`src/rumble_effect_mixer_top_defines.svh`:
```
`ifndef RUMBLE_EFFECT_MIXER_TOP_DEFINES_SVH
`define RUMBLE_EFFECT_MIXER_TOP_DEFINES_SVH

// Concurrent check on an explicit clock and active-low reset
`define REM_ASSERT_CR(label, clk, rst_n, prop, msg) \
  label: assert property (@(posedge clk) disable iff (!rst_n) prop) else $error(msg);

// Same check on the block's own clock and reset
`define REM_ASSERT(label, prop, msg) `REM_ASSERT_CR(label, clk_i, rst_ni, prop, msg)

`endif

```
`src/rem_ram.sv`:
```
`default_nettype none

module rem_ram #(
  parameter int WIDTH = 8,
  parameter int DEPTH = 64,
  localparam int AddrW = $clog2(DEPTH)
) (
  input  wire logic             clk_i,
  input  wire logic             we_i,
  input  wire logic [AddrW-1:0] waddr_i,
  input  wire logic [WIDTH-1:0] wdata_i,
  input  wire logic             re_i,
  input  wire logic [AddrW-1:0] raddr_i,
  output logic      [WIDTH-1:0] rdata_o
);

  logic [WIDTH-1:0] mem [DEPTH];

  // One write port, one registered read port
  always_ff @(posedge clk_i) begin
    if (we_i) begin
      mem[waddr_i] <= wdata_i;
    end
    if (re_i) begin
      rdata_o <= mem[raddr_i];
    end
  end

endmodule

`default_nettype wire

```
`config.mk`:
```
export PLATFORM = sky130hd
export DESIGN_NAME = rem_ram
export DESIGN_NICKNAME = d
export VERILOG_FILES = /design/src/rumble_effect_mixer_top_defines.svh /design/src/rem_ram.sv
export SDC_FILE = /design/constraint.sdc
export NUM_CORES = 1
export LEC_CHECK = 0
export BUFFER_PORTS_ARGS = -buffer_cell sky130_fd_sc_hd__buf_2
export CORE_ASPECT_RATIO = 1.5
export CORE_MARGIN = 2
export CORE_UTILIZATION = 60
export CTS_CLUSTER_SIZE = 28
export DETAILED_ROUTE_END_ITERATION = 12
export GPL_TIMING_DRIVEN = 0
export HOLD_SLACK_MARGIN = 0.12
export PLACE_DENSITY = 0.81
export REMOVE_ABC_BUFFERS = 1
export SYNTH_ARGS = -nofsm -noshare
export SYNTH_HDL_FRONTEND = slang
export SYNTH_SLANG_ARGS = --single-unit
```
`constraint.sdc`:
```
create_clock -name clk_i -period 5.7 [get_ports clk_i]
set_input_delay 0.57 -clock clk_i [delete_from_list [all_inputs] [get_ports clk_i]]
set_output_delay 0.57 -clock clk_i [all_outputs]
set_load 0.03 [all_outputs]
```
==> flow_metrics.env <==
export IMPL_fmax_mhz=294.9
export IMPL_worstPathArrival_ns=3.63
export IMPL_clkPwrFrac_pct=39.2
export IMPL_max_cap_violations=0
export IMPL_drt_iter0_drc=1297
export IMPL_place_gp_congestion=0.7956
export IMPL_track_usage_pct=24.84
export IMPL_yosys_register_bits=520
export IMPL_io_pins=31
export IMPL_worst_pin_slew_ns=1.386
export IMPL_post_cts_resized=0
export IMPL_yosys_warnings=0
export IMPL_final_core_util_pct=66.42
export IMPL_cts_tree="yes"
export IMPL_hold_class="in -> reg"
export IMPL_stdcell_area_sq_um=22150
export IMPL_slowest_delay_ns=1.18
export IMPL_totalWireLength_mm=42.28
export IMPL_cp_required_ns=5.94
export IMPL_ys_flop_type="edfxtp_1"
export IMPL_clock_skew_ns=0.009485
export IMPL_yosysUniqueCellTypes=39
export IMPL_fp_row_count=82
export IMPL_first_pass_iters=6
export IMPL_critPathKind="in -> reg"
export IMPL_nNetsFinal=992
export IMPL_grt_max_degree=79
export IMPL_slew_viol_final=0
export IMPL_numCtsBuffers=44
export IMPL_syn_inst=940
export IMPL_p_per_area_nw_per_um2=344.6
export IMPL_grt_antenna_before_repair=1
export IMPL_hold_violations=0
export IMPL_placed_area_sq_um=20700
export IMPL_max_slew_margin_pct=5.186
export IMPL_vias=9622
export IMPL_drc=0
export IMPL_dieArea_sq_um=35260
export IMPL_cts_root_buf="clkbuf_16"
export IMPL_htreeDepth=2
export IMPL_period_needed_ns=3.391
export IMPL_grt_setup_unrepaired="false"
export IMPL_initial_core_util_pct=60.72
export IMPL_clock_latency_ns=0.55
export IMPL_rrSetupSlack_ns=3.07
export IMPL_final_common_cell="edfxtp_1"
export IMPL_nFillCells=1994
export IMPL_holdWs_ns=0.3754
export IMPL_grt_ovfl_total=0
export IMPL_postCtsSetupRepairBufs=0
export IMPL_cp_slowest_cell="a2111oi_0"
export IMPL_grt_pass1_wl_mm=63.53
export IMPL_path_cells="buf_8 > buf_16 > mux4_2 > nor2b_1 > a2111oi_0 > o41ai_1"
export IMPL_viasPerCell=6.776
export IMPL_fin_setup_tns_ns=0
export IMPL_status="finished clean"
export IMPL_comb_power_share_pct=5.1
export IMPL_core_area_sq_um=33340
export IMPL_layout_common_cells="edfxtp_1, mux4_2, nor2_1"
export IMPL_ant_nets=0
export IMPL_chipWidth_um=154.0
export IMPL_clock_path_buffers=3
export IMPL_drive_gt1_share_pct=23.70
export IMPL_hpwl_mm=24.46
export IMPL_die_y_um=229.0
export IMPL_synth_area_per_cell_sq_um=21.54
export IMPL_post_route_period_util_pct=59.49
export IMPL_startpoint_type="input pin"
export IMPL_synth_seq_area_share_pct=77.12
export IMPL_yosysTopAreaCell="edfxtp_1"
export IMPL_seqPwrFrac_pct=55.7
export IMPL_intPower_mw=6.096
export IMPL_antenna_cells=0
export IMPL_synth_top_area_share_pct=77.12
export IMPL_area_delta_synth_final_pct=9.381
export IMPL_cts_sinks=520
export IMPL_async_flop_share_pct=0
export IMPL_finalSetupViolations=0
export IMPL_grt_pass1_vias=10050
export IMPL_cts_hold_buf=0
export IMPL_synth_area_leaders="edfxtp_1, mux4_2, nor2_1"
export IMPL_leakagePower_nw=6.828
export IMPL_cp_top_family="compound AO/OA/AOI/OAI gates"
export IMPL_vdd_drop_max_mv=0.2601
export IMPL_synth_area_sq_um=20250
export IMPL_wl_per_cell_um=29.78
export IMPL_synth_edff_count=520
export IMPL_critical_path_buf_inv_count=2
export IMPL_cp_end_kind="flop"
export IMPL_port_buffers=30
export IMPL_swShare_pct=20.13
export IMPL_switchingPower_mw=1.536
export IMPL_path_clk_slew_ns=0.07
export IMPL_path_max_fanout=78
==> flip-flops by register name, indices dropped and copies added, names as in the netlist <==
name,flops
rdata_o,8
mem,512
==> worst paths after layout <==
kind,start,end,depth (start not counted)
min reg2reg,mem[23][2],rdata_o[2],4
max,raddr_i[0],rdata_o[5],6
min,re_i,rdata_o[6],1
max reg2reg,mem[3][5],rdata_o[5],4
==> per-stage QoR <==
step | instances | setup WS, ns | total power, mW
global placement | 1339 | -0.8892 | 4.715
detailed placement | 1342 | 1.685 | 4.716
finish | 1420 | 2.309 | 7.633
global route | 1420 | 2.158 | 7.816
floorplan | 889 | 3.629 | 4.502
CTS | 1419 | 2.238 | 7.667
==> layer usage <==
metal / track usage, % / up-vias / wire length [um] / share of wire [%]
met3: 4.219 / 130 / 3781 / 8.9
met1: 31.31 / 4932 / 14550 / 34
met5: 0 / - / 18 / 0.043
met2: 42.61 / 571 / 21830 / 52
met4: 11.42 / 2 / 2096 / 5.0
li1: - / 3987 / - / -
==> power groups by stage <==
stage	Combinational, mW	Sequential, mW	Clock, mW
floorplan	0.164	4.34	0
global placement	0.387	4.33	0
detailed placement	0.385	4.33	0
CTS	0.390	4.25	3.03
global route	0.409	4.25	3.16
finish	0.389	4.25	3.00
==> cell usage after synthesis (all sizes together) (2+ instances only) <==
master   instances
a2111oi          2
a211oi           4
a21oi            3
a221oi           6
a22oi            3
buf             34
clkbuf          17
edfxtp         520
mux2            13
mux2i           23
mux4           126
nand2           19
nand2b           7
nand3           13
nand3b           3
nand4            2
nor2            83
nor2b           14
nor3             7
nor4             2
o2111ai          3
o21a             2
o21ai            4
o221a            2
o221ai           8
o22ai            8
o2bb2ai          3
o32ai            2
o41ai            2
==> cell type report <==
class	instances	area, sq um	share of cell area [%]
sequential	520	15620	70.51
tap	420	525.5	2.373
clock inverter	26	281.5	1.271
clock buffer	51	1149	5.186
timing repair buffer	34	255.2	1.153
multi-input combinational	369	4320	19.51
==> kinds of logic after synthesis <==
logic type,Yosys count,synth area share [%]
DFF,520,77.12
muxes,162,15.88
and+or+nand+nor,153,3.374
AOI/OAI and AO/OA,54,2.064
buffers and inverters,51,1.563
(Power assumes the default switching activity.)
