## config.mk

```make
export PLATFORM = sky130hd
export DESIGN_NAME = rem_out_reg
export DESIGN_NICKNAME = d
export VERILOG_FILES = /design/src/rumble_effect_mixer_top_defines.svh /design/src/rem_pkg.sv /design/src/rem_out_reg.sv
export SDC_FILE = /design/constraint.sdc
export NUM_CORES = 1
export LEC_CHECK = 0
export ABC_AREA = 1
export BUFFER_PORTS_ARGS = -buffer_cell sky130_fd_sc_hd__clkbuf_2
export CORE_MARGIN = 4
export CORE_UTILIZATION = 35
export DETAILED_ROUTE_END_ITERATION = 8
export PLACE_DENSITY = 0.72
export SYNTH_ARGS = -nofsm -noshare
export SYNTH_HDL_FRONTEND = slang
export SYNTH_SLANG_ARGS = --single-unit
export TNS_END_PERCENT = 30
```

## constraint.sdc

```tcl
create_clock -name clk_i -period 2.8 [get_ports clk_i]
set_clock_uncertainty 0.15 [all_clocks]
set_input_delay 0.28 -clock clk_i [delete_from_list [all_inputs] [get_ports clk_i]]
set_output_delay 0.28 -clock clk_i [all_outputs]
set_load 0.03 [all_outputs]
```

## src/rumble_effect_mixer_top_defines.svh

```systemverilog
`ifndef RUMBLE_EFFECT_MIXER_TOP_DEFINES_SVH
`define RUMBLE_EFFECT_MIXER_TOP_DEFINES_SVH

// Concurrent check on an explicit clock and active-low reset
`define REM_ASSERT_CR(label, clk, rst_n, prop, msg) \
  label: assert property (@(posedge clk) disable iff (!rst_n) prop) else $error(msg);

// Same check on the block's own clock and reset
`define REM_ASSERT(label, prop, msg) `REM_ASSERT_CR(label, clk_i, rst_ni, prop, msg)

`endif

```

## src/rem_pkg.sv

```systemverilog
`default_nettype none

package rem_pkg;

  localparam int TIME_W     = 32;
  localparam int LEVEL_IN_W = 16;

  // Command codes
  typedef enum logic [2:0] {
    CMD_TICK       = 3'd0,
    CMD_ADD        = 3'd1,
    CMD_FLUSH      = 3'd2,
    CMD_ACTIVATE   = 3'd3,
    CMD_DEACTIVATE = 3'd4
  } rem_cmd_e;

  // Sequencer states, one-hot
  typedef enum logic [4:0] {
    S_CLEAR = 5'b00001,
    S_IDLE  = 5'b00010,
    S_TICK  = 5'b00100,
    S_ADD   = 5'b01000,
    S_RESP  = 5'b10000
  } rem_state_e;

  typedef struct packed {
    rem_cmd_e                cmd;
    logic [TIME_W-1:0]       now_ms;
    logic                    band;
    logic [LEVEL_IN_W-1:0]   level;
    logic [TIME_W-1:0]       duration_ms;
    logic [TIME_W-1:0]       start_ms;
  } rem_req_t;

  typedef struct packed {
    logic [LEVEL_IN_W-1:0] lo_level;
    logic [LEVEL_IN_W-1:0] hi_level;
    logic                  drive_valid;
    logic                  motors_on;
    logic                  add_dropped;
  } rem_rsp_t;

endpackage

`default_nettype wire

```

## src/rem_out_reg.sv

```systemverilog
`default_nettype none

module rem_out_reg import rem_pkg::*; (
  input  wire logic     clk_i,
  input  wire logic     rst_ni,
  input  wire logic     in_valid_i,
  output logic          in_ready_o,
  input  wire rem_rsp_t in_data_i,
  output logic          out_valid_o,
  input  wire logic     out_ready_i,
  output rem_rsp_t      out_data_o
);

  logic     valid_q, valid_d;
  rem_rsp_t data_q;

  // Refill whenever empty or draining this cycle
  assign in_ready_o  = !valid_q || out_ready_i;
  assign out_valid_o = valid_q;
  assign out_data_o  = data_q;

  always_comb begin
    valid_d = valid_q;
    if (in_ready_o) begin
      valid_d = in_valid_i;
    end
  end

  always_ff @(posedge clk_i or negedge rst_ni) begin
    if (!rst_ni) begin
      valid_q <= 1'b0;
    end else begin
      valid_q <= valid_d;
    end
  end

  always_ff @(posedge clk_i) begin
    if (in_ready_o && in_valid_i) begin
      data_q <= in_data_i;
    end
  end

endmodule

`default_nettype wire

```

==> summary.md <==
| Metric | Value |
|---|---|
| Avg WL per Cell | `13.03 µm` |
| Unrepaired setup endpoints after global routing | `no` |
| Number of library cell types mapped by synthesis | `5` |
| Post-synth top area cell | `sky130_fd_sc_hd__edfxtp_1` |
| Number of instances in the synthesized netlist | `41` |
| Final number of max-transition violations | `0` |
| Worst endpoint data arrival time | `1570 ps` |
| Root Buffer | `sky130_fd_sc_hd__clkbuf_4` |
| Floorplan row count | `20` |
| Final setup viols | `0` |
| Syn. warnings | `0` |
| Routed vias | `836` |
| Number of clock sinks | `36` |
| Standard cell core area | `3028 µm²` |
| Worst slew margin relative to its limit | `70.64%` |
| Number of nets in the layout | `199` |
| Status | `complete, no violations` |
| Synthesized netlist net count | `80` |
| Number of endpoints with negative hold slack in the final report | `0` |
| Met2 track demand over resource | `24.13%` |
| GR met1 Demand/Resource | `13.57%` |
| Placed wire-length estimate after detailed placement | `1648 µm` |
| IO Port Bufs | `75` |
| CTS H-Tree Depth | `2` |
| Count of unresolved DRC violations after routing | `0` |
| Met3 Track Usage GR | `9.666%` |
| Final cycle utilization of the critical path | `61.04%` |
| Type of the worst setup path | `reg -> reg` |
| Share of post-route cells with drive strength above 1 | `52.17%` |
| Initial antenna violation count | `0` |
| Total iterations of the first detailed-routing run | `4` |
| Number of global-route vias before repair | `963` |
| Post-CTS Hold Buffers | `36` |
| Layout-stage area growth over the synthesis result | `79.11%` |
| Worst-path clk slew | `110 ps` |
| Fmax achieved | `585.1 MHz` |
| Share of the synthesized area in the top cell type | `95.89%` |
| Power Dens Cells | `544.0 nW/µm²` |
| Reported leakage power | `0.8584 nW` |
| CTS tree | `done` |
| Max Root-Sink Buffers | `2` |
| RD Place Congestion | `0.6593` |
| Worst skew pair latency | `330 ps` |
| Iteration-0 DRC count of the detailed router | `17` |
| Antenna-violating nets left | `0` |
| Worst Setup Start Kind | `flop` |
| Footprint of the multi-input gates | `23.77 µm²` |
| Cell area after layout | `1963 µm²` |
| Flip-flop and latch count after synthesis | `36` |
| Sum Neg Setup Slack | `0 ps` |
| Largest fanout on the critical path | `22` |
| Initial Utilization | `36.20%` |
| Busiest metal layer after global routing | `met2` |
| Data required time of the worst path | `2660 ps` |
| Area of the die | `4091 µm²` |
| Die X | `63.96 µm` |
| Global-route usage over all layers | `14.80%` |
| Resized cells post-CTS | `0` |
| Post-synthesis instance area | `1096 µm²` |
| Diodes inserted | `0` |
| Routed wire length | `2672 µm` |
| Clock buffer count from CTS | `5` |
| Share of the yosys chip area belonging to registers | `98.17%` |
| Transition time at the pin with the least slew margin | `439.5 ps` |
| Vert. Die Dim | `63.96 µm` |
| Peak ir drop on the vdd network | `0.3623 mV` |
| Cell types occupying the most area after synthesis | `sky130_fd_sc_hd__edfxtp_1 (96%), sky130_fd_sc_hd__dfrtp_1 (2.3%), sky130_fd_sc_hd__inv_1 (0.68%)` |
| Number of vias per cell after detailed routing | `4.078` |
| Filler instances | `220` |
| Period minus WS final | `1709 ps` |
| Mapped Avg Cell Area | `26.73 µm²` |
| Placed cell area | `1545 µm²` |
| Boundary pin count | `76` |
| GRT Residual Overflow | `0` |
| Sequential cell area | `1076 µm²` |
| Max-capacitance violation count | `0` |
| Largest net degree at the start of global routing | `23` |
| Worst Hold Class | `in -> reg` |
| Count of buffers added by post-CTS timing repair for setup | `0` |
| Endpoint class of the critical path | `flop` |
| Global-route wire length before repair | `4347 µm` |
flip-flops by register name, summed over array words and instances (netlist names):
register and count:
out_valid_o 1, out_data_o 35
worst max-delay path: stages, from the launching register on:
cell and delay [ps]:
sky130_fd_sc_hd__dfrtp_1 440, sky130_fd_sc_hd__a21oi_4 410, sky130_fd_sc_hd__buf_4 370
power breakdown:
part	switching (mW)	internal [mW]
Combinational	0.0993	0.0718
Sequential	0.00867	0.626
Clock	0.162	0.0998
Total	0.270	0.798
final cells by class:
cell class | instances | area share, %
tap | 44 | 2.804
sequential | 36 | 54.81
multi-input combinational | 3 | 1.211
timing repair buffer | 112 | 37.86
clock inverter | 2 | 0.8286
clock buffer | 6 | 2.103
inverter | 2 | 0.3824
synthesized netlist by cell type:
| master | instances |
|---|---|
| sky130_fd_sc_hd__edfxtp_1 | 35 |
| sky130_fd_sc_hd__a21oi_1 | 1 |
| sky130_fd_sc_hd__nand2_1 | 2 |
| sky130_fd_sc_hd__inv_1 | 2 |
| sky130_fd_sc_hd__dfrtp_1 | 1 |
kinds of logic after synthesis:
family / count (synthesis) / synth area share (%)
compound gates: 1 / 0.4562
buf+inv: 2 / 0.6852
simple gates: 2 / 0.6852
flops: 36 / 98.17
metrics by stage:
stage | power (mW) | worst slack, ps | hold WS [ps] | utilization [%] | std cells
after floorplan | 0.7200 | 696.9 | -165.6 | - | 41
after global placement | 0.7756 | 1152 | -94.51 | 51.03 | 161
after detailed placement | 0.7786 | 1114 | -91.99 | 51.03 | 161
after CTS | 1.079 | 1080 | 8.469 | 64.83 | 205
after global routing | 1.126 | 995.5 | 34.66 | 64.83 | 205
final | 1.068 | 1091 | 53.05 | 64.83 | 205
cells in the final DEF (no fill, tap or decap):
cell,instances
sky130_fd_sc_hd__edfxtp_1,35
sky130_fd_sc_hd__nand2_1,2
sky130_fd_sc_hd__clkinv_4,1
sky130_fd_sc_hd__dfrtp_1,1
sky130_fd_sc_hd__inv_1,2
sky130_fd_sc_hd__clkbuf_1,1
sky130_fd_sc_hd__clkbuf_4,5
sky130_fd_sc_hd__buf_4,1
sky130_fd_sc_hd__clkbuf_2,75
sky130_fd_sc_hd__clkinvlp_4,1
sky130_fd_sc_hd__dlygate4sd3_1,36
sky130_fd_sc_hd__a21oi_4,1
worst paths after layout:
kind                                   from        endpoint  cells after the start  slack [ps]
worst max-delay path            out_valid_o  out_data_o[31]                      2        1090
worst min-delay path             in_valid_i     out_valid_o                      3          50
worst max register to register  out_valid_o  out_data_o[31]                      2        1090
worst min register to register  out_valid_o     out_valid_o                      2         480
max in group asynchronous            rst_ni     out_valid_o                      2        2310
min in group asynchronous            rst_ni     out_valid_o                      2         100
routing by layer:
| layer | vias to the layer above | wire, µm |
|---|---|---|
| met4 | 0 | 42 |
| met2 | 58 | 1288 |
| met5 | - | 0 |
| met1 | 370 | 887 |
| met3 | 6 | 454 |
| li1 | 402 | - |
(Power assumes the default switching activity.)
