==> config.mk <==
export PLATFORM = sky130hd
export DESIGN_NAME = rem_walker
export DESIGN_NICKNAME = d
export VERILOG_FILES = /design/src/rem_pkg.sv /design/src/rem_walker.sv
export VERILOG_INCLUDE_DIRS = /design/src /design/src/src
export SDC_FILE = /design/constraint.sdc
export NUM_CORES = 1
export LEC_CHECK = 0
export BUFFER_PORTS_ARGS = -buffer_cell sky130_fd_sc_hd__buf_2
export CORE_MARGIN = 1.5
export CORE_UTILIZATION = 40
export CTS_BUF_LIST = sky130_fd_sc_hd__clkbuf_4 sky130_fd_sc_hd__clkbuf_8 sky130_fd_sc_hd__clkbuf_16
export DETAILED_ROUTE_END_ITERATION = 8
export GPL_ROUTABILITY_DRIVEN = 0
export GPL_TIMING_DRIVEN = 0
export PLACE_DENSITY_LB_ADDON = 0.1
export RECOVER_POWER = 50
export SLEW_MARGIN = 20
export SYNTH_ARGS = -nofsm -noshare
export SYNTH_HDL_FRONTEND = slang
export SYNTH_SLANG_ARGS = --single-unit
==> constraint.sdc <==
create_clock -name clk_i -period 11.9 [get_ports clk_i]
set_input_delay 2.38 -clock clk_i [delete_from_list [all_inputs] [get_ports clk_i]]
set_output_delay 2.38 -clock clk_i [all_outputs]
set_load 0.01 [all_outputs]
==> src/rumble_effect_mixer_top_defines.svh <==
`ifndef RUMBLE_EFFECT_MIXER_TOP_DEFINES_SVH
`define RUMBLE_EFFECT_MIXER_TOP_DEFINES_SVH

// Concurrent check on an explicit clock and active-low reset
`define REM_ASSERT_CR(label, clk, rst_n, prop, msg) \
  label: assert property (@(posedge clk) disable iff (!rst_n) prop) else $error(msg);

// Same check on the block's own clock and reset
`define REM_ASSERT(label, prop, msg) `REM_ASSERT_CR(label, clk_i, rst_ni, prop, msg)

`endif

==> src/rem_pkg.sv <==
`default_nettype none

package rem_pkg;

  localparam int TIME_W     = 32;
  localparam int LEVEL_IN_W = 16;

  // Command codes
  typedef enum logic [2:0] {
    CMD_TICK       = 3'd0,
    CMD_ADD        = 3'd1,
    CMD_FLUSH      = 3'd2,
    CMD_ACTIVATE   = 3'd3,
    CMD_DEACTIVATE = 3'd4
  } rem_cmd_e;

  // Sequencer states, one-hot
  typedef enum logic [4:0] {
    S_CLEAR = 5'b00001,
    S_IDLE  = 5'b00010,
    S_TICK  = 5'b00100,
    S_ADD   = 5'b01000,
    S_RESP  = 5'b10000
  } rem_state_e;

  typedef struct packed {
    rem_cmd_e                cmd;
    logic [TIME_W-1:0]       now_ms;
    logic                    band;
    logic [LEVEL_IN_W-1:0]   level;
    logic [TIME_W-1:0]       duration_ms;
    logic [TIME_W-1:0]       start_ms;
  } rem_req_t;

  typedef struct packed {
    logic [LEVEL_IN_W-1:0] lo_level;
    logic [LEVEL_IN_W-1:0] hi_level;
    logic                  drive_valid;
    logic                  motors_on;
    logic                  add_dropped;
  } rem_rsp_t;

endpackage

`default_nettype wire

==> src/rem_walker.sv <==
`default_nettype none
`include "rumble_effect_mixer_top_defines.svh"

module rem_walker import rem_pkg::*; #(
  parameter int TABLE_DEPTH = 64,
  parameter int LEVEL_BITS  = 16,
  localparam int IdxW   = $clog2(TABLE_DEPTH),
  localparam int EntryW = 3 + LEVEL_BITS + 2 * TIME_W
) (
  input  wire logic              clk_i,
  input  wire logic              rst_ni,
  input  wire logic              req_valid_i,
  output logic                   req_ready_o,
  input  wire rem_req_t          req_i,
  output logic                   rsp_valid_o,
  input  wire logic              rsp_ready_i,
  output rem_rsp_t               rsp_o,
  output logic                   ram_we_o,
  output logic [IdxW-1:0]        ram_waddr_o,
  output logic [EntryW-1:0]      ram_wdata_o,
  output logic                   ram_re_o,
  output logic [IdxW-1:0]        ram_raddr_o,
  input  wire logic [EntryW-1:0] ram_rdata_i
);

  localparam int CntW = IdxW + 1;

  typedef struct packed {
    logic                  used;
    logic                  band;
    logic                  unstamped;
    logic [LEVEL_BITS-1:0] level;
    logic [TIME_W-1:0]     start;
    logic [TIME_W-1:0]     dur;
  } entry_t;

  rem_state_e            state_q, state_d;
  logic [CntW-1:0]       cnt_q, cnt_d;
  logic                  pv_q, pv_d;
  logic [IdxW-1:0]       pidx_q, pidx_d;
  logic [LEVEL_BITS-1:0] lo_q, lo_d, hi_q, hi_d;
  logic                  active_q, active_d;
  logic                  clr_rsp_q, clr_rsp_d;
  rem_req_t              req_q, req_d;
  rem_rsp_t              res_q, res_d;

  entry_t                rd_ent, wr_ent, new_ent;
  logic                  cnt_end;
  logic [TIME_W-1:0]     stamp;
  logic [TIME_W:0]       exp_sum;
  logic                  expire;

  assign req_ready_o = (state_q == S_IDLE);
  assign rsp_valid_o = (state_q == S_RESP);
  assign rsp_o       = res_q;

  // Slot arithmetic: stamping, 33-bit expiry test, fresh entry for add
  always_comb begin
    rd_ent  = entry_t'(ram_rdata_i);
    stamp   = rd_ent.unstamped ? req_q.now_ms : rd_ent.start;
    exp_sum = {1'b0, stamp} + {1'b0, rd_ent.dur};
    expire  = ({1'b0, req_q.now_ms} >= exp_sum);

    new_ent.used      = 1'b1;
    new_ent.band      = req_q.band;
    new_ent.unstamped = (req_q.start_ms == '0);
    new_ent.level     = LEVEL_BITS'(req_q.level);
    new_ent.start     = req_q.start_ms;
    new_ent.dur       = req_q.duration_ms;
  end

  // Sequencer: clear sweep, tick walk, add search
  always_comb begin
    state_d   = state_q;
    cnt_d     = cnt_q;
    pv_d      = 1'b0;
    pidx_d    = pidx_q;
    lo_d      = lo_q;
    hi_d      = hi_q;
    active_d  = active_q;
    clr_rsp_d = clr_rsp_q;
    req_d     = req_q;
    res_d     = res_q;
    wr_ent    = rd_ent;
    cnt_end   = (cnt_q == CntW'(TABLE_DEPTH));

    ram_we_o    = 1'b0;
    ram_waddr_o = pidx_q;
    ram_wdata_o = '0;
    ram_re_o    = 1'b0;
    ram_raddr_o = cnt_q[IdxW-1:0];

    case (state_q)
      S_CLEAR: begin
        ram_we_o    = 1'b1;
        ram_waddr_o = cnt_q[IdxW-1:0];
        cnt_d       = cnt_q + 1'b1;
        if (cnt_q == CntW'(TABLE_DEPTH - 1)) begin
          state_d = clr_rsp_q ? S_RESP : S_IDLE;
        end
      end

      S_IDLE: begin
        if (req_valid_i) begin
          req_d = req_i;
          cnt_d = '0;
          res_d = '0;
          case (req_i.cmd)
            CMD_TICK: begin
              lo_d    = '0;
              hi_d    = '0;
              state_d = S_TICK;
            end
            CMD_ADD: begin
              state_d = S_ADD;
            end
            CMD_FLUSH: begin
              clr_rsp_d = 1'b1;
              state_d   = S_CLEAR;
            end
            CMD_ACTIVATE: begin
              active_d = 1'b1;
              state_d  = S_RESP;
            end
            CMD_DEACTIVATE: begin
              active_d          = 1'b0;
              clr_rsp_d         = 1'b1;
              res_d.drive_valid = 1'b1;
              state_d           = S_CLEAR;
            end
            default: begin
              state_d = S_RESP;
            end
          endcase
        end
      end

      S_TICK: begin
        // read slot i while slot i-1 is written back
        if (!cnt_end) begin
          ram_re_o = 1'b1;
          cnt_d    = cnt_q + 1'b1;
          pv_d     = 1'b1;
          pidx_d   = cnt_q[IdxW-1:0];
        end
        if (pv_q && rd_ent.used) begin
          wr_ent.start     = stamp;
          wr_ent.unstamped = 1'b0;
          if (active_q) begin
            if (!rd_ent.band && (rd_ent.level > lo_q)) begin
              lo_d = rd_ent.level;
            end
            if (rd_ent.band && (rd_ent.level > hi_q)) begin
              hi_d = rd_ent.level;
            end
            if (expire) begin
              wr_ent.used = 1'b0;
            end
          end
          ram_we_o    = 1'b1;
          ram_wdata_o = wr_ent;
        end
        if (cnt_end) begin
          res_d.lo_level    = LEVEL_IN_W'(lo_d);
          res_d.hi_level    = LEVEL_IN_W'(hi_d);
          res_d.drive_valid = 1'b1;
          res_d.motors_on   = (LEVEL_IN_W'(lo_d) != '0) || (LEVEL_IN_W'(hi_d) != '0);
          state_d           = S_RESP;
        end
      end

      S_ADD: begin
        if (!cnt_end) begin
          ram_re_o = 1'b1;
          cnt_d    = cnt_q + 1'b1;
          pv_d     = 1'b1;
          pidx_d   = cnt_q[IdxW-1:0];
        end
        if (pv_q && !rd_ent.used) begin
          // first free slot
          ram_we_o    = 1'b1;
          ram_wdata_o = new_ent;
          pv_d        = 1'b0;
          state_d     = S_RESP;
        end else if (cnt_end) begin
          res_d.add_dropped = 1'b1;
          state_d           = S_RESP;
        end
      end

      S_RESP: begin
        if (rsp_ready_i) begin
          state_d = S_IDLE;
        end
      end

      default: begin
        state_d = S_IDLE;
      end
    endcase
  end

  // Control state
  always_ff @(posedge clk_i or negedge rst_ni) begin
    if (!rst_ni) begin
      state_q   <= S_CLEAR;
      cnt_q     <= '0;
      pv_q      <= 1'b0;
      active_q  <= 1'b1;
      clr_rsp_q <= 1'b0;
    end else begin
      state_q   <= state_d;
      cnt_q     <= cnt_d;
      pv_q      <= pv_d;
      active_q  <= active_d;
      clr_rsp_q <= clr_rsp_d;
    end
  end

  // Payload
  always_ff @(posedge clk_i) begin
    pidx_q <= pidx_d;
    lo_q   <= lo_d;
    hi_q   <= hi_d;
    req_q  <= req_d;
    res_q  <= res_d;
  end

  `REM_ASSERT(a_cnt_range, cnt_q <= CntW'(TABLE_DEPTH), "slot counter past table end")
  `REM_ASSERT(a_no_rw_same_slot, ram_we_o && ram_re_o |-> ram_waddr_o != ram_raddr_o, "rw on one slot")
  `REM_ASSERT(a_pv_in_walk, pv_q |-> (state_q == S_TICK || state_q == S_ADD), "stray slot data")
  `REM_ASSERT(a_accept_busy, req_valid_i && req_ready_o |=> state_q != S_IDLE, "idle after accept")

endmodule

`default_nettype wire

==> summary.md, run 1 <==
| Metric | Value |
|---|---|
| Core area | 0.0285 mm^2 |
| # Max-Cap Violations | 2 |
| Final Hold Viols | 0 |
| Post-cts hold buffer count | 0 |
| Final min period | around 10 ns |
| FILL cells | between 2000 and 3000 |
| Post-Route WL | ~36 mm |
| Power Density | 173 mW/mm^2 |
| H-tree levels | 1 |
| Final setup fails | 0 |
| Number of flops mapped to enable cells by yosys | ~190 |
| Initial antenna violation count | 6 |
| DRC errors left | 0 |
| Tcrit/Tclk final | 84.3% |
| DRT iter0 DRCs | 510 |
| Starting Density | between 40% and 50% |
| Cells after synthesis | 953 |
| Hold_sp | clr_rsp_q$_DFFE_PN0P_ |
| Delay-heaviest family, CP | compound AO/OA/AOI/OAI gates |
| CP max FO | 10 |
| Critical Path Slowest Stage Cell | buf_1 |
| Top Usage Layer GRT | met2 |
| Rows | a little over 60 |
| Max incr delay on CP | 0.55 ns |
| Area Growth Syn to Fin | 25.7% |
| Worst slew margin | -195% |
| Req. time, crit path | 9.52 ns |
| Endpoint class of the critical path | output pin |
| Final Max Slew Viols | 122 |
| VDD IR max | 0.120 mV |
| Synth top area cells | edfxtp_1 (48%), ha_1 (11%), a22o_1 (6.1%) |
| RSZ-0062 raised after global routing | no |
| Vias | approximately 9200 |
| Worst-margin pin slew | 4.43 ns |
| R2r startpoint | state_q[3]$_DFFE_PN0P_ |
| All-Layer GR Usage | roughly 23% |
| Setup TNS | 0 ns |
| Synth Register Bits | 201 |
| CP Launch Type | input port |
| Worst path bufs/invs | 3 |
| Crit Path Category | in2out |
| Post-synth top flop | edfxtp_1 |
| Nets | 1618 |
| Largest area contributor in the netlist | edfxtp_1 |
| Die area | around 0.03 mm^2 |
| Asr flop ratio synth | around 7.5% |
| Cell Area, Synth | between 0.01 and 0.015 mm^2 |
| Failing checks | capacitance limit, slew limit |
| ANT nets after route | 0 |
| Vias in the first global route | between 9000 and 10000 |
| Post-Syn Nets | about 1300 |
| Met2 Track Usage GR | roughly two fifths |
| Hold slack | 0.522 ns |
| Status | finished, violations left |
| Die width | about 170 um |
| CTS buffer count | 24 |
| I/O pin cnt | ~340 |
| Cell mode on critical path | o21ai_0 |
| Wirelength per Cell | between 20 and 25 um |
| Crit path DAT | roughly 7.7 ns |
| Max Freq | about 100 MHz |
| Post-synth top area share | between 40% and 50% |
| Worst-Skew Late Latency | between 0.5 and 0.6 ns |
| CTS Sinks | roughly 200 |
| Syn Area/Cell | 12.1 um^2 |
| Pleak | 6.55 nW |
| Root buf cell | clkbuf_16 |
| CP startpoint | ram_rdata_i[80] |
| TritonCTS clock tree | built |
| Post-CTS setup buffer count | 0 |
| Remaining Overflow, GRT | 0 |
| PostCTS Resize Cnt | 0 |
| I/O Buffers | 334 |
| Worst-path clk slew | around 0.06 ns |
| YS warnings | 0 |
| Largest net degree at the start of global routing | just under 80 |
| Post-DP HPWL | 28.0 mm |
| Cell with the most instances after synthesis | edfxtp_1 |
| First-pass GRT wire length | ~53 mm |
| Die height | around 170 um |
| Critical path cell sequence | clkbuf_1, buf_1, mux2_2, ha_1, a211o_1, a21oi_1, o21ai_0, a31oi_1, o21ai_0, a22oi_1, nor2b_1, xor2_1, ha_1, a21oi_1, o21ai_0, a32oi_1, a21oi_1, a211oi_1, o21ai_0, a41o_1, o211ai_1, buf_2 |
| Register area share after synthesis | roughly half |
| GRT met1 Usage | around 29% |
| Clock Tree Buf Depth | 3 |
| Layout cell share with drive strength beyond 1 | approximately a third |
| Hold Crit Class | reg2reg |
| Vias/cell | 5.34 |
| Clock skew after layout | between 0.015 and 0.02 ns |
| Drt pass-1 iters | 5 |
| Routing usage on met3 | ~5.5% |
| Distinct cells, synth | 78 |
| Commonest cells post-synth | edfxtp_1 (186), ha_1 (98), a22o_1 (80) |
==> metal layers <==
layer | share of wire, % | vias to the layer above
met5 | 0.065 | -
met4 | 2.0 | 4
met3 | 6.8 | 41
met2 | 49 | 308
met1 | 42 | 4400
li1 | - | 4430
==> sequential cells by signal, indices dropped and copies added (netlist names) <==
register,cells
active_q,1
clr_rsp_q,1
cnt_q,7
hi_q,16
lo_q,16
new_ent,81
pidx_q,6
pv_q,1
req_q,32
rsp_o,35
state_q,5
==> report_power, final <==
part	leakage (nW)	switching, mW	internal (mW)
combinational	4.26	0.452	0.294
sequential	1.93	0.0755	0.991
clock	0.373	0.287	0.423
total	6.55	0.814	1.71
==> placed cells by master (no fill, tap or decap), drive strengths merged, types with 36 or more instances in the layout <==
master,Yosys,routed
mux2,36,36
buf,13,340
a22o,80,80
inv,55,54
clkbuf,23,65
ha,98,98
a21oi,50,50
o21ai,40,40
edfxtp,186,186
nand2,41,41
nor2,59,59
==> worst reg2reg max path: stages, from the launching register on <==
cell and delay [ns]:
dfrtp_1 0.43, nor3_2 0.25, nand3b_2 0.21, inv_1 0.18, nand2_1 0.16, clkinvlp_2 1.16
clkbuf_1 3.18
==> logic make-up after synthesis <==
group	Yosys count	share of synthesized area, %
compound gates	254	16.1
xor+xnor	33	2.50
fa+ha+maj	100	10.9
flops	201	51.5
simple gates	203	9.02
buf+inv	94	3.70
mux	68	6.27
==> metrics by stage <==
| step | setup WS, ns | instances | utilization, % | power [mW] | cell area (um^2) |
|---|---|---|---|---|---|
| 6_report | 1.87 | 1719 | 50.9 | 2.52 | 14500 |
| 5_1_grt | 1.54 | 1716 | 50.9 | 2.67 | 14500 |
| 4_1_cts | 1.85 | 1716 | 51.1 | 2.54 | 14600 |
| 3_5_place_dp | 1.88 | 1674 | 48.4 | 1.82 | 13800 |
| 3_3_place_gp | 1.86 | 1671 | 48.1 | 1.81 | 13700 |
| 2_1_floorplan | 3.10 | 953 | - | 1.55 | 11600 |
==> cell type report <==
type,instances,area [um^2],area share [%]
diodes,3,7.51,0.0516
plain buffers,39,221,1.52
clock buffers,32,684,4.71
clock inverters,10,77.6,0.534
inverters,55,208,1.43
multi-input cells,658,5180,35.6
flip-flops and latches,201,5960,41.0
well taps,384,480,3.30
repair buffers,337,1720,11.8
==> path summary, 6_finish.rpt <==
kind	end	slack (ns)	cells past startpoint
worst max register to register	new_ent[66]$_DFFE_PP_	5.73	6
worst min-delay path	clr_rsp_q$_DFFE_PN0P_	0.52	2
min in group asynchronous	cnt_q[3]$_DFFE_PN0P_	1.96	1
worst max-delay path	ram_wdata_o[82]	1.87	22
max in group asynchronous	state_q[2]$_DFFE_PN0P_	9.40	1
worst min register to register	clr_rsp_q$_DFFE_PN0P_	0.52	2
No activity file was read; power rests on OpenSTA's default activity.
==> run 2, diff against run 1 <==
ABC_AREA = 1   (was not set)
clock period = 9 ns   (was 11.9 ns; I/O delays follow)
==> run 2 against run 1 <==
Effect of this change:
- the flow still finishes with violations (capacitance limit, slew limit)
- sequential share of layout area down 1.5 points
- core utilization down 0.33 points
- synthesized cell count up 37%
- final cell count up 21%
- hold slack worse by 0.0054 ns
- worst setup slack worse by 1.2 ns
- clock skew up 0.0017 ns
- count of clock-buffer cells in the layout down 4
- synthesized area up 5.1%
- critical path type unchanged
==> summary.md, run 2 <==
| Metric | Value |
|---|---|
| Status | finished, violations left |
| Failing checks | capacitance limit, slew limit |
| Int Power | 2.38 mW (+40%) |
| Pleak | 7.11 nW (+8.4%) |
| CP Launch Type | input port |
| Post-Synth XOR/XNOR Area | 2.09% (-0.41 points) |
| Delay-heaviest family, CP | buffers and inverters |
| Req. time, crit path | 7.20 ns (-2.32 ns) |
| Sequential share of power | 40.7% (-1.6 points) |
| DRC errors left | 0 (unchanged) |
| Die height | 177 um (+2.5%) |
| Cell with the most instances after synthesis | nand2_1 |
| Critical Path Slowest Stage Cell | o21ai_1 |
| DRT iter0 DRCs | 818 (+60%) |
| Setup TNS | 0 ns (unchanged) |
| Layout cell share with drive strength beyond 1 | 23.1% (-9.4 points) |
| Crit Path Category | in2out |
| Cells after synthesis | 1310 (+37%) |
| Largest area contributor in the netlist | edfxtp_1 |
| Wirelength per Cell | 19.4 um (-6.1%) |
| Final Max Slew Viols | 11 (-91%) |
| Clock skew after layout | 0.0174 ns (+0.00173 ns) |
| Logic pwr share | 34.0% (+4.4 points) |
| Post-Route WL | 40.6 mm (+14%) |
| Net Sw Power | 1.36 mW (+67%) |
| Endpoint class of the critical path | output pin |
| ANT nets after route | 0 (unchanged) |
| VDD IR max | 0.163 mV (+36%) |
| Simple-gate portion of the synthesized area | 17.5% (+8.5 points) |
| CP max FO | 10 (unchanged) |
| Vias/cell | 5.16 (-3.3%) |
| I/O pin cnt | 337 (unchanged) |
| Commonest cells post-synth | nand2_1 (284), edfxtp_1 (186), inv_1 (177) |
| Crit path DAT | 6.54 ns (-1.11 ns) |
| Post-cts hold buffer count | 0 (unchanged) |
| Adder-cell area share of the yosys netlist | 10.2% (-0.61 points) |
| Nets | 1979 (+22%) |
| Power Density | 248 mW/mm^2 (+43%) |
| Die area | 0.0315 mm^2 (+5.0%) |
| Worst-path clk slew | 0.06 ns (about the same) |
| Hold Crit Class | reg2reg |
| Register area share after synthesis | 49.0% (-2.5 points) |
| Mux contribution to synthesized area | 1.11% (-5.2 points) |
| Worst-Skew Late Latency | 0.53 ns (about the same) |
| Final setup fails | 0 (unchanged) |
| Die width | 177 um (+2.5%) |
| All-Layer GR Usage | 25.4% (+2.2 points) |
| Worst path bufs/invs | 8 (+5) |
| Largest net degree at the start of global routing | 35 (-55%) |
| Final Hold Viols | 0 (unchanged) |
| Rows | 63 (+1.6%) |
| # Max-Cap Violations | 1 (-1) |
| Max incr delay on CP | 0.49 ns (-0.06 ns) |
| Initial antenna violation count | 7 (+1) |
| Drt pass-1 iters | 5 (unchanged) |
| First-pass GRT wire length | 59.9 mm (+13%) |
| Tcrit/Tclk final | around 90% |
| Asr flop ratio synth | 7.46% (unchanged) |
| Vias | 10800 (+17%) |
| Final min period | approximately 8.3 ns |
| Synth Register Bits | 201 (unchanged) |
| Root buf cell | clkbuf_16 |
| Post-Syn Nets | 1612 (+28%) |
| Cell Area, Synth | 0.0122 mm^2 (+5.1%) |
| Distinct cells, synth | 52 (-33%) |
| CTS buffer count | 24 (unchanged) |
| Cell mode on critical path | nand2_1 |
| Post-synth top flop | edfxtp_1 |
| Number of flops mapped to enable cells by yosys | 186 (unchanged) |
| Synth Area in Compound Gates | 12.5% (-3.7 points) |
| Post-DP HPWL | 32.9 mm (+17%) |
| Worst-margin pin slew | 2.21 ns (-2.22 ns) |
| Syn Area/Cell | 9.28 um^2 (-24%) |
| Largest register FFs | 81 (unchanged) |
| Vias in the first global route | 10500 (+16%) |
| CTS Sinks | 201 (unchanged) |
| Clock power frac | 25.3% (-2.8 points) |
| H-tree levels | 1 (unchanged) |
| Max Freq | between 100 and 150 MHz |
| Starting Density | 40.8% (+0.28 points) |
| Most common cell after layout, fill and taps aside | buf_2 |
| RSZ-0062 raised after global routing | no |
| I/O Buffers | 335 (+0.30%) |
| Core area | 0.0298 mm^2 (+4.4%) |
| Worst slew margin | -48.5% (+150 points) |
| Synth top area cells | edfxtp_1 (46%), ha_1 (10%), nand2_1 (8.8%) |
| Remaining Overflow, GRT | 0 (unchanged) |
| Clock Tree Buf Depth | 3 (unchanged) |
| TritonCTS clock tree | built |
| Post-Route Utilization | 50.6% (-0.33 points) |
| Post-synth top area share | 45.9% (-2.3 points) |
| Sw Ratio | 36.3% (+4.0 points) |
| Area Growth Syn to Fin | 24.0% |
| FILL cells | 2942 (+9.5%) |
| Most frequent cells in the layout | buf_2 (300), nand2_1 (285), edfxtp_1 (186) |
| YS warnings | 0 (unchanged) |
| Main combinational cell family by area after synthesis | simple AND/OR/NAND/NOR gates |
[run 2: final timing paths]
check	slack [ns]	cells after the start	endpoint	start
max	0.66	32	ram_wdata_o[82]	ram_rdata_i[80]
max in group asynchronous	7.10	1	state_q[2]$_DFFE_PN0P_	rst_ni
min in group asynchronous	1.35	1	cnt_q[3]$_DFFE_PN0P_	rst_ni
min	0.52	2	clr_rsp_q$_DFFE_PN0P_	clr_rsp_q$_DFFE_PN0P_
max reg2reg	2.23	11	new_ent[11]$_DFFE_PP_	state_q[1]$_DFFE_PN0P_
min reg2reg	0.52	2	clr_rsp_q$_DFFE_PN0P_	clr_rsp_q$_DFFE_PN0P_
[run 2: worst register-to-register path, stage by stage (launching register included)]
cell and delay, ns:
dfrtp_1 0.38, inv_1 0.10, nand2_1 0.14, nor4_1 1.67, nor2_2 0.13, nand3_1 0.20
nand2_1 0.19, nor2_1 1.00, clkbuf_1 1.07, clkbuf_1 1.14, buf_16 0.26, buf_16 0.18
[run 2: power groups by stage]
stage	Combinational, mW	Sequential [mW]	Clock (mW)
floorplan	0.822	1.54	0
global placement	1.24	1.56	0
detailed placement	1.35	1.53	0
CTS	1.35	1.52	0.968
global route	1.44	1.55	1.00
finish	1.27	1.52	0.946
[run 2: layer usage]
metal	track usage (%)	wire length, um
met1	34.9	18400
met2	39.9	17500
met3	6.04	3560
met4	7.21	1100
met5	0	68
[run 2: through the flow]
stage	cells	power, mW	worst slack [ns]	instance area (um^2)	hold slack (ns)
6_report	2086	3.74	0.664	15100	0.517
5_1_grt	2085	3.99	0.235	15100	0.533
4_1_cts	2083	3.84	0.0222	15200	0.522
3_5_place_dp	2041	2.88	0.0312	14500	0.505
3_3_place_gp	2035	2.80	0.0656	14300	0.486
2_1_floorplan	1310	2.36	1.77	12200	0.446
[run 2: cell families after synthesis]
family / count (synthesis)
AND/OR/NAND/NOR: 498
AO/OA/AOI/OAI: 247
buffers and inverters: 224
flip-flops: 201
adder cells (fa/ha/maj): 99
XOR/XNOR: 29
multiplexers: 12
[run 2: what timing repair did]
action                                  4_1_cts  5_1_grt
endpoints found under the setup margin        0        1
setup buffers                                 0        0
resized for setup                             0        5
[run 2: layout make-up]
type	instances	area, um^2	share of cell area (%)
buffer	39	219	1.45
tap	390	488	3.24
inverter	185	696	4.61
sequential	201	5960	39.6
antenna	3	7.51	0.0498
timing repair buffer	341	1700	11.3
multi-input combinational	885	5240	34.8
clock inverter	14	131	0.871
clock buffer	28	631	4.18
